$ cat src/rtl/core/idt_pkg.sv
// Shared types and sizing constants for the ID occupancy tracker.
// Every module of the tracker imports this package; it depends on nothing else.
`timescale 1ns / 1ps

package idt_pkg;

   localparam int KEY_SPACE = 1024;
   localparam int KEY_W     = $clog2(KEY_SPACE);
   localparam int FP_W      = KEY_W + 1;
   localparam int WORD_W    = 32;
   localparam int BIT_W     = $clog2(WORD_W);
   localparam int ROW_COUNT = KEY_SPACE / WORD_W;
   localparam int ROW_W     = $clog2(ROW_COUNT);

   // Request action codes.
   localparam logic ACT_ADD    = 1'b0;
   localparam logic ACT_DELETE = 1'b1;

   typedef logic [WORD_W-1:0] word_type;

   typedef enum logic {
      SCAN_FWD_FREE,
      SCAN_REV_USED
   } scan_dir_type;

   typedef struct packed {
      logic             en;
      logic [ROW_W-1:0] addr;
      word_type         data;
   } ram_write_type;

endpackage

$ cat src/rtl/core/idt_bitmap_ram.sv
// Occupancy bitmap storage: one row of WORD_W bits per address, registered read.
// Uses idt_pkg; per-row valid bits make rows read as empty until first written.
`timescale 1ns / 1ps

module idt_bitmap_ram
   import idt_pkg::*;
(
   input  logic             clock,
   input  logic             reset,
   input  ram_write_type    wr,
   input  logic [ROW_W-1:0] rd_addr,
   output word_type         rd_word
);

   word_type               mem_ff [ROW_COUNT];
   logic [ROW_COUNT-1:0]   row_valid_ff;
   word_type               rd_data_ff;
   logic                   rd_valid_ff;

   always_ff @(posedge clock) begin
      if (wr.en) begin
         mem_ff[wr.addr] <= wr.data;
      end
      rd_data_ff <= mem_ff[rd_addr];
   end

   // A row never written since reset holds no occupied IDs.
   always_ff @(posedge clock) begin
      if (reset) begin
         row_valid_ff <= '0;
         rd_valid_ff  <= 1'b0;
      end else begin
         if (wr.en) begin
            row_valid_ff[wr.addr] <= 1'b1;
         end
         rd_valid_ff <= row_valid_ff[rd_addr];
      end
   end

   assign rd_word = rd_valid_ff ? rd_data_ff : '0;

endmodule

$ cat src/rtl/core/idt_scan_unit.sv
// Shared priority encoder for the tracker: finds the lowest free bit at or above
// a bound, or the highest used bit below a bound, in one bitmap row. Uses idt_pkg.
`timescale 1ns / 1ps

module idt_scan_unit
   import idt_pkg::*;
(
   input  word_type         word,
   input  scan_dir_type     dir,
   input  logic [BIT_W:0]   bound,
   output logic             hit,
   output logic [BIT_W-1:0] idx
);

   word_type upper_mask;
   word_type cand;

   always_comb begin
      upper_mask = {WORD_W{1'b1}} << bound;
      if (dir == SCAN_FWD_FREE) begin
         cand = ~word & upper_mask;
      end else begin
         cand = word & ~upper_mask;
      end
      hit = |cand;
      idx = '0;
      if (dir == SCAN_FWD_FREE) begin
         // Walk downward so the lowest candidate is the last one taken.
         for (int i = WORD_W - 1; i >= 0; i--) begin
            if (cand[i]) begin
               idx = BIT_W'(i);
            end
         end
      end else begin
         for (int i = 0; i < WORD_W; i++) begin
            if (cand[i]) begin
               idx = BIT_W'(i);
            end
         end
      end
   end

endmodule

$ cat src/rtl/core/id_occupancy_tracker.sv
// Top level of the ID occupancy tracker: command sequencer, pointer registers.
// Uses idt_pkg, idt_bitmap_ram and idt_scan_unit.
//
//   Channel   Ports                                         Handshake
//   request   req_action, req_key                           start & !busy
//   response  rsp_found, rsp_first_free, rsp_highest_used   rsp_strobe, one cycle
//
// A transaction updates the key's bitmap row in ST_UPDATE and registers rsp_strobe
// there if no scan leaves that row; else the free-ID or highest-ID scan visits up
// to ROW_COUNT - 1 further rows (31 for 1024 IDs) through the single bitmap read
// port. busy is high throughout; start may be raised again in the cycle of
// rsp_strobe. Reset is synchronous and leaves the tracker empty and idle at once.
// The receiver cannot stall responses.
`timescale 1ns / 1ps

module id_occupancy_tracker
   import idt_pkg::*;
(
   input  logic             clock,
   input  logic             reset,
   input  logic             start,
   output logic             busy,
   input  logic             req_action,
   input  logic [KEY_W-1:0] req_key,
   output logic             rsp_strobe,
   output logic             rsp_found,
   output logic [FP_W-1:0]  rsp_first_free,
   output logic [KEY_W-1:0] rsp_highest_used
);

   typedef enum logic [1:0] {
      ST_IDLE,
      ST_UPDATE,
      ST_SCAN_UP,
      ST_SCAN_DOWN
   } state_type;

   state_type        state_ff, state_in;
   logic             act_ff, act_in;
   logic [KEY_W-1:0] key_ff, key_in;
   logic [FP_W-1:0]  fp_ff, fp_in;
   logic [KEY_W-1:0] top_ff, top_in;
   logic             found_ff, found_in;
   logic             strobe_ff, strobe_in;
   logic [ROW_W-1:0] scan_row_ff, scan_row_in;

   ram_write_type    wr;
   logic [ROW_W-1:0] rd_addr;
   word_type         rd_word;

   scan_dir_type     scan_dir;
   word_type         scan_word;
   logic [BIT_W:0]   scan_bound;
   logic             scan_hit;
   logic [BIT_W-1:0] scan_idx;

   logic [ROW_W-1:0] key_row;
   logic [BIT_W-1:0] key_bit;
   logic             key_ok;
   logic             key_hit;
   word_type         bit_mask;
   word_type         upd_word;

   localparam logic [ROW_W-1:0] LAST_ROW = ROW_W'(ROW_COUNT - 1);

   idt_bitmap_ram u_bitmap (
      .clock   (clock),
      .reset   (reset),
      .wr      (wr),
      .rd_addr (rd_addr),
      .rd_word (rd_word)
   );

   idt_scan_unit u_scan (
      .word  (scan_word),
      .dir   (scan_dir),
      .bound (scan_bound),
      .hit   (scan_hit),
      .idx   (scan_idx)
   );

   assign key_row  = key_ff[BIT_W +: ROW_W];
   assign key_bit  = key_ff[BIT_W-1:0];
   assign key_ok   = (key_ff != '0) && ({1'b0, key_ff} < FP_W'(KEY_SPACE));
   assign bit_mask = word_type'(1) << key_bit;
   assign key_hit  = key_ok && ((rd_word & bit_mask) != '0);
   assign upd_word = (act_ff == ACT_ADD) ? (rd_word | bit_mask) : (rd_word & ~bit_mask);

   // Scan unit operand selection: the first row sees the updated word, later
   // rows come straight from the bitmap.
   always_comb begin
      scan_word  = rd_word;
      scan_dir   = SCAN_FWD_FREE;
      scan_bound = '0;
      unique case (state_ff)
         ST_UPDATE: begin
            scan_word = upd_word;
            if (act_ff == ACT_ADD) begin
               scan_dir   = SCAN_FWD_FREE;
               scan_bound = {1'b0, key_bit} + (BIT_W + 1)'(1);
            end else begin
               scan_dir   = SCAN_REV_USED;
               scan_bound = {1'b0, key_bit};
            end
         end
         ST_SCAN_UP: begin
            scan_dir   = SCAN_FWD_FREE;
            scan_bound = '0;
         end
         ST_SCAN_DOWN: begin
            scan_dir   = SCAN_REV_USED;
            scan_bound = (BIT_W + 1)'(WORD_W);
         end
         default: begin
            scan_dir = SCAN_FWD_FREE;
         end
      endcase
   end

   always_comb begin
      state_in    = state_ff;
      act_in      = act_ff;
      key_in      = key_ff;
      fp_in       = fp_ff;
      top_in      = top_ff;
      found_in    = found_ff;
      strobe_in   = 1'b0;
      scan_row_in = scan_row_ff;
      wr          = '0;
      rd_addr     = scan_row_ff;

      unique case (state_ff)
         ST_IDLE: begin
            rd_addr = req_key[BIT_W +: ROW_W];
            if (start) begin
               act_in   = req_action;
               key_in   = req_key;
               state_in = ST_UPDATE;
            end
         end

         ST_UPDATE: begin
            found_in = key_hit;
            state_in = ST_IDLE;
            if (!key_ok) begin
               strobe_in = 1'b1;
            end else if (act_ff == ACT_ADD) begin
               wr.en   = 1'b1;
               wr.addr = key_row;
               wr.data = upd_word;
               if (key_ff > top_ff) begin
                  top_in = key_ff;
               end
               if ({1'b0, key_ff} == fp_ff) begin
                  if (scan_hit) begin
                     fp_in     = FP_W'({key_row, scan_idx});
                     strobe_in = 1'b1;
                  end else if (key_row == LAST_ROW) begin
                     fp_in     = FP_W'(KEY_SPACE);
                     strobe_in = 1'b1;
                  end else begin
                     rd_addr     = key_row + ROW_W'(1);
                     scan_row_in = key_row + ROW_W'(1);
                     state_in    = ST_SCAN_UP;
                  end
               end else begin
                  strobe_in = 1'b1;
               end
            end else if (key_hit) begin
               wr.en   = 1'b1;
               wr.addr = key_row;
               wr.data = upd_word;
               if ({1'b0, key_ff} < fp_ff) begin
                  fp_in = {1'b0, key_ff};
               end
               if (key_ff == top_ff) begin
                  if (scan_hit) begin
                     top_in    = KEY_W'({key_row, scan_idx});
                     strobe_in = 1'b1;
                  end else if (key_row == '0) begin
                     top_in    = '0;
                     strobe_in = 1'b1;
                  end else begin
                     rd_addr     = key_row - ROW_W'(1);
                     scan_row_in = key_row - ROW_W'(1);
                     state_in    = ST_SCAN_DOWN;
                  end
               end else begin
                  strobe_in = 1'b1;
               end
            end else begin
               strobe_in = 1'b1;
            end
         end

         ST_SCAN_UP: begin
            if (scan_hit) begin
               fp_in     = FP_W'({scan_row_ff, scan_idx});
               strobe_in = 1'b1;
               state_in  = ST_IDLE;
            end else if (scan_row_ff == LAST_ROW) begin
               fp_in     = FP_W'(KEY_SPACE);
               strobe_in = 1'b1;
               state_in  = ST_IDLE;
            end else begin
               rd_addr     = scan_row_ff + ROW_W'(1);
               scan_row_in = scan_row_ff + ROW_W'(1);
            end
         end

         ST_SCAN_DOWN: begin
            // ID 0 is never occupied, so an empty bottom row means no ID is in use.
            if (scan_hit) begin
               top_in    = KEY_W'({scan_row_ff, scan_idx});
               strobe_in = 1'b1;
               state_in  = ST_IDLE;
            end else if (scan_row_ff == '0) begin
               top_in    = '0;
               strobe_in = 1'b1;
               state_in  = ST_IDLE;
            end else begin
               rd_addr     = scan_row_ff - ROW_W'(1);
               scan_row_in = scan_row_ff - ROW_W'(1);
            end
         end

         default: begin
            state_in = ST_IDLE;
         end
      endcase
   end

   always_ff @(posedge clock) begin
      if (reset) begin
         state_ff  <= ST_IDLE;
         fp_ff     <= FP_W'(1);
         top_ff    <= '0;
         strobe_ff <= 1'b0;
      end else begin
         state_ff  <= state_in;
         fp_ff     <= fp_in;
         top_ff    <= top_in;
         strobe_ff <= strobe_in;
      end
      act_ff      <= act_in;
      key_ff      <= key_in;
      found_ff    <= found_in;
      scan_row_ff <= scan_row_in;
   end

   assign busy             = (state_ff != ST_IDLE);
   assign rsp_strobe       = strobe_ff;
   assign rsp_found        = found_ff;
   assign rsp_first_free   = fp_ff;
   assign rsp_highest_used = top_ff;

endmodule
$ cat config.mk
export PLATFORM = sky130hd
export DESIGN_NAME = id_occupancy_tracker
export DESIGN_NICKNAME = d
export VERILOG_FILES = /design/src/rtl/core/idt_pkg.sv /design/src/rtl/core/idt_bitmap_ram.sv /design/src/rtl/core/idt_scan_unit.sv /design/src/rtl/core/id_occupancy_tracker.sv
export SDC_FILE = /design/constraint.sdc
export NUM_CORES = 2
export LEC_CHECK = 0
export BUFFER_PORTS_ARGS = -buffer_cell sky130_fd_sc_hd__buf_2
export CORE_ASPECT_RATIO = 2
export CORE_MARGIN = 2
export CORE_UTILIZATION = 60
export DETAILED_ROUTE_END_ITERATION = 8
export PLACE_DENSITY = 0.76
export SYNTH_ARGS = -nofsm -noshare
export SYNTH_HDL_FRONTEND = slang
export SYNTH_SLANG_ARGS = --single-unit
$ cat constraint.sdc
create_clock -name clock -period 16.7 [get_ports clock]
set_input_delay 2.505 -clock clock [delete_from_list [all_inputs] [get_ports clock]]
set_output_delay 2.505 -clock clock [all_outputs]
set_load 0.01 [all_outputs]
==> results.toml <==
[floorplanning]
rows = 150
die_h_um = 415
die_area_um2 = 86900
start_util_pct = 60.6
fp.dieW_um = 209
coreArea_um2 = 83500
io_pins = 38

[synthesis]
synth_xor_xnor_area_share_pct = 0.104
synth_seq_cells = 1130
synth_nets = 3733
synth_mux_area_share_pct = 8.44
synth.distinct_cells = 110
syn_area_um2 = 50600
ys.flop_type = "edfxtp_1"
synth_adder_area_share_pct = 0.766
synthArstFlopShare_pct = 0
yosys_warnings = 0
yosysSeqAreaShare_pct = 65.2
synth.avg_cell_area_um2 = 13.7
synthSimpleGateAreaFrac_pct = 9.33
synthCells = 3688
synth_top_family_by_area = "compound AO/OA/AOI/OAI gates"
synth-compound-area-share_pct = 12.8
synth_edf_count = 1041

[grt]
grt_pass1_wl_um = 219000
grt_max_degree = 155
antenna_found_initial = 8
grt_overflow = 0
gr-usage-all-layers_pct = 35.0
grt_pass1_vias = 33442

[hold_path]
hold_class = "flip-flop to flip-flop"

[finish]
area_growth_pct = 8.35
nets = 3680
finish.utilization_pct = 65.7
fillers = 5805
instances_no_fill = 4782
layout-drive-gt1-share_pct = 13.5

[placed_design]
post-place-cells = 4605
io_buffers = 37
dp_hpwl_um = 86700
routabilityCongestion = 1.02

[pwr]
ir_drop_mv = 0.0769
cellLeakagePower_nw = 18.6
p_per_area_nw_per_um2 = 111

[routing]
drc_errors = 0
m1WireLength_um = 48800
num_vias = 33643
viasPerCell = 7.04
drtIter0Drc = 4253
maxUsedRoutingLayer = "met5"
antenna_left = 0
post_drt_wl_per_cell_um = 31.8
met3_length_um = 15000
route.met2.wl_um = 74700
drtPass1Iterations = 8
wirelength_um = 152000

[worst_setup_path]
cp.arrival_ns = 8.89
critPathLaunchType = "flip-flop"
end_kind = "flip-flop"
worstSetupPathType = "flip-flop to flip-flop"
crit_required_ns = 17.26
critPathMaxFanout = 154

[outcome]
status = "finished with violations"
violations = "capacitance limit, slew limit"

[timing]
hold_violations = 0
tightest_slew_ns = 1.59
fmax_mhz = 120
whs_ns = 0.461
relSlewSlack_pct = -6.30
fin_skew_ns = 0.0318
setup_tns_ns = 0
rsz0062_at_grt = "no"
finalCriticalPeriod_ns = 8.33
finalSetupViolCount = 0
slew_violations = 3
fin_crit_sh_pct = 49.9

[clock_tree]
cts_inserted_buffers = 92
htreeDepth = 3
post_cts_resized = 0
worstSkewPairLatency_ns = 0.70
cts.path.max_buffers = 3
hold_buffers = 0
clk_pin_slew_ns = 0.07
cts_tree = "yes"
cts_sinks = 1130
clockRootBuffer = "clkbuf_16"
post-cts-setup-buffers = 0

[run]
drv_cap = 1
## per-layer routing
layer	track usage (%)	up-vias
met3	8.49	688
met2	57.7	2091
met5	0	-
li1	-	14258
met4	27.3	8
met1	39.0	16598
## critical path, stage by stage (launching register included)
cell      delay (ns)
edfxtp_1        0.32
buf_4           0.30
buf_4           0.61
and4b_1         0.39
o32a_1          0.41
o21ai_1         0.95
nor2_1          0.07
a32oi_1         0.29
nor4b_4         0.51
nand3b_4        0.30
o21ai_0         0.35
a21o_4          0.42
and2_4          0.51
buf_12          0.57
buf_12          0.63
mux2i_1         0.28
mux2i_1         0.11
o22ai_1         0.53
nor4_2          0.11
## cell families (layout without fill, tap and decap cells)
| family | after synthesis | after routing |
|---|---|---|
| other | 0 | 3 |
| adder cells (fa/ha/maj) | 31 | 31 |
| flip-flops | 1130 | 1130 |
| AND/OR/NAND/NOR | 948 | 948 |
| buffers and inverters | 330 | 357 |
| XOR/XNOR | 6 | 6 |
| multiplexers | 381 | 381 |
| AO/OA/AOI/OAI | 862 | 862 |
## synth_stat cells, types with 43 or more instances
cell type     n  area, um^2
a2111oi_0    65         569
a21boi_0    138        1040
a21oi_1      89         445
a221oi_1     72         631
buf_2        98         490
clkbuf_1    138         518
dfxtp_1      89        1780
edfxtp_1   1041       31300
mux2i_1     320        3200
nand2_1     374        1400
nand3_1     165         826
nor2_1      163         612
o211ai_1     55         413
o21ai_0      62         310
o21bai_1     71         533
o22ai_1      43         269
## report_power, final
part           switching, mW  total [mW]  internal [mW]  leakage (nW)
sequential            0.0681        3.17           3.10          10.0
clock                   1.01        2.21           1.20          1.47
combinational          0.474       0.706          0.232          7.09
## cell usage in the layout, fill, tap and decap left out, types with 18 or more instances in the layout
cell and count:
o22ai_1 43, nor2_1 132, mux4_2 34, nor4_2 32
ha_1 31, nand3_1 163, clkbuf_1 27, a21o_1 40
a2111oi_0 65, or3_1 26, inv_1 41, o211ai_1 55
nor2_4 25, nor3_1 38, a31oi_1 25, nand2_1 368
edfxtp_1 1041, o21bai_1 71, mux2i_1 320, clkbuf_16 93
nand2b_1 22, a21boi_0 138, a211oi_1 28, mux2_2 25
dfxtp_1 88, o21a_1 34, a221oi_1 72, o21ai_0 61
a22oi_1 18, buf_2 37, a21oi_1 73, a31oi_2 28
buf_4 101
## cell type report
class	instances	area (um^2)	share of cell area [%]
Antenna cell	3	7.51	0.0137
Clock buffer	125	2500	4.55
Clock inverter	49	549	1.00
Inverter	43	161	0.294
Multi-Input combinational cell	2228	16300	29.7
Sequential cell	1130	33000	60.2
Tap cell	1064	1330	2.43
Timing Repair Buffer	140	983	1.79
## flip-flops by register name, indices dropped and copies added, names as in the netlist
signal                 cells
act_ff                     1
key_ff                    10
rsp_first_free            11
rsp_found                  1
rsp_highest_used          10
rsp_strobe                 1
scan_row_ff                5
state_ff                   2
u_bitmap.mem_ff         1024
u_bitmap.rd_data_ff       32
u_bitmap.rd_valid_ff       1
u_bitmap.row_valid_ff     32
## metrics by stage
step / worst slack, ns / power (mW) / cell area (um^2)
final: 8.37 / 6.09 / 54900
after global routing: 7.80 / 6.24 / 54900
after CTS: 8.53 / 6.07 / 54900
after detailed placement: 8.54 / 3.91 / 51800
after global placement: 8.70 / 3.90 / 51800
after floorplan: 11.35 / 3.67 / 50600
## final timing paths
kind,start,end,cells after the start,slack (ns)
min,u_bitmap.row_valid_ff[11],u_bitmap.row_valid_ff[11],1,0.46
max reg2reg,act_ff,u_bitmap.rd_data_ff[9],18,8.37
min reg2reg,u_bitmap.row_valid_ff[11],u_bitmap.row_valid_ff[11],1,0.46
max,act_ff,u_bitmap.rd_data_ff[9],18,8.37
Note: power is estimated with default switching activity, not from simulation.
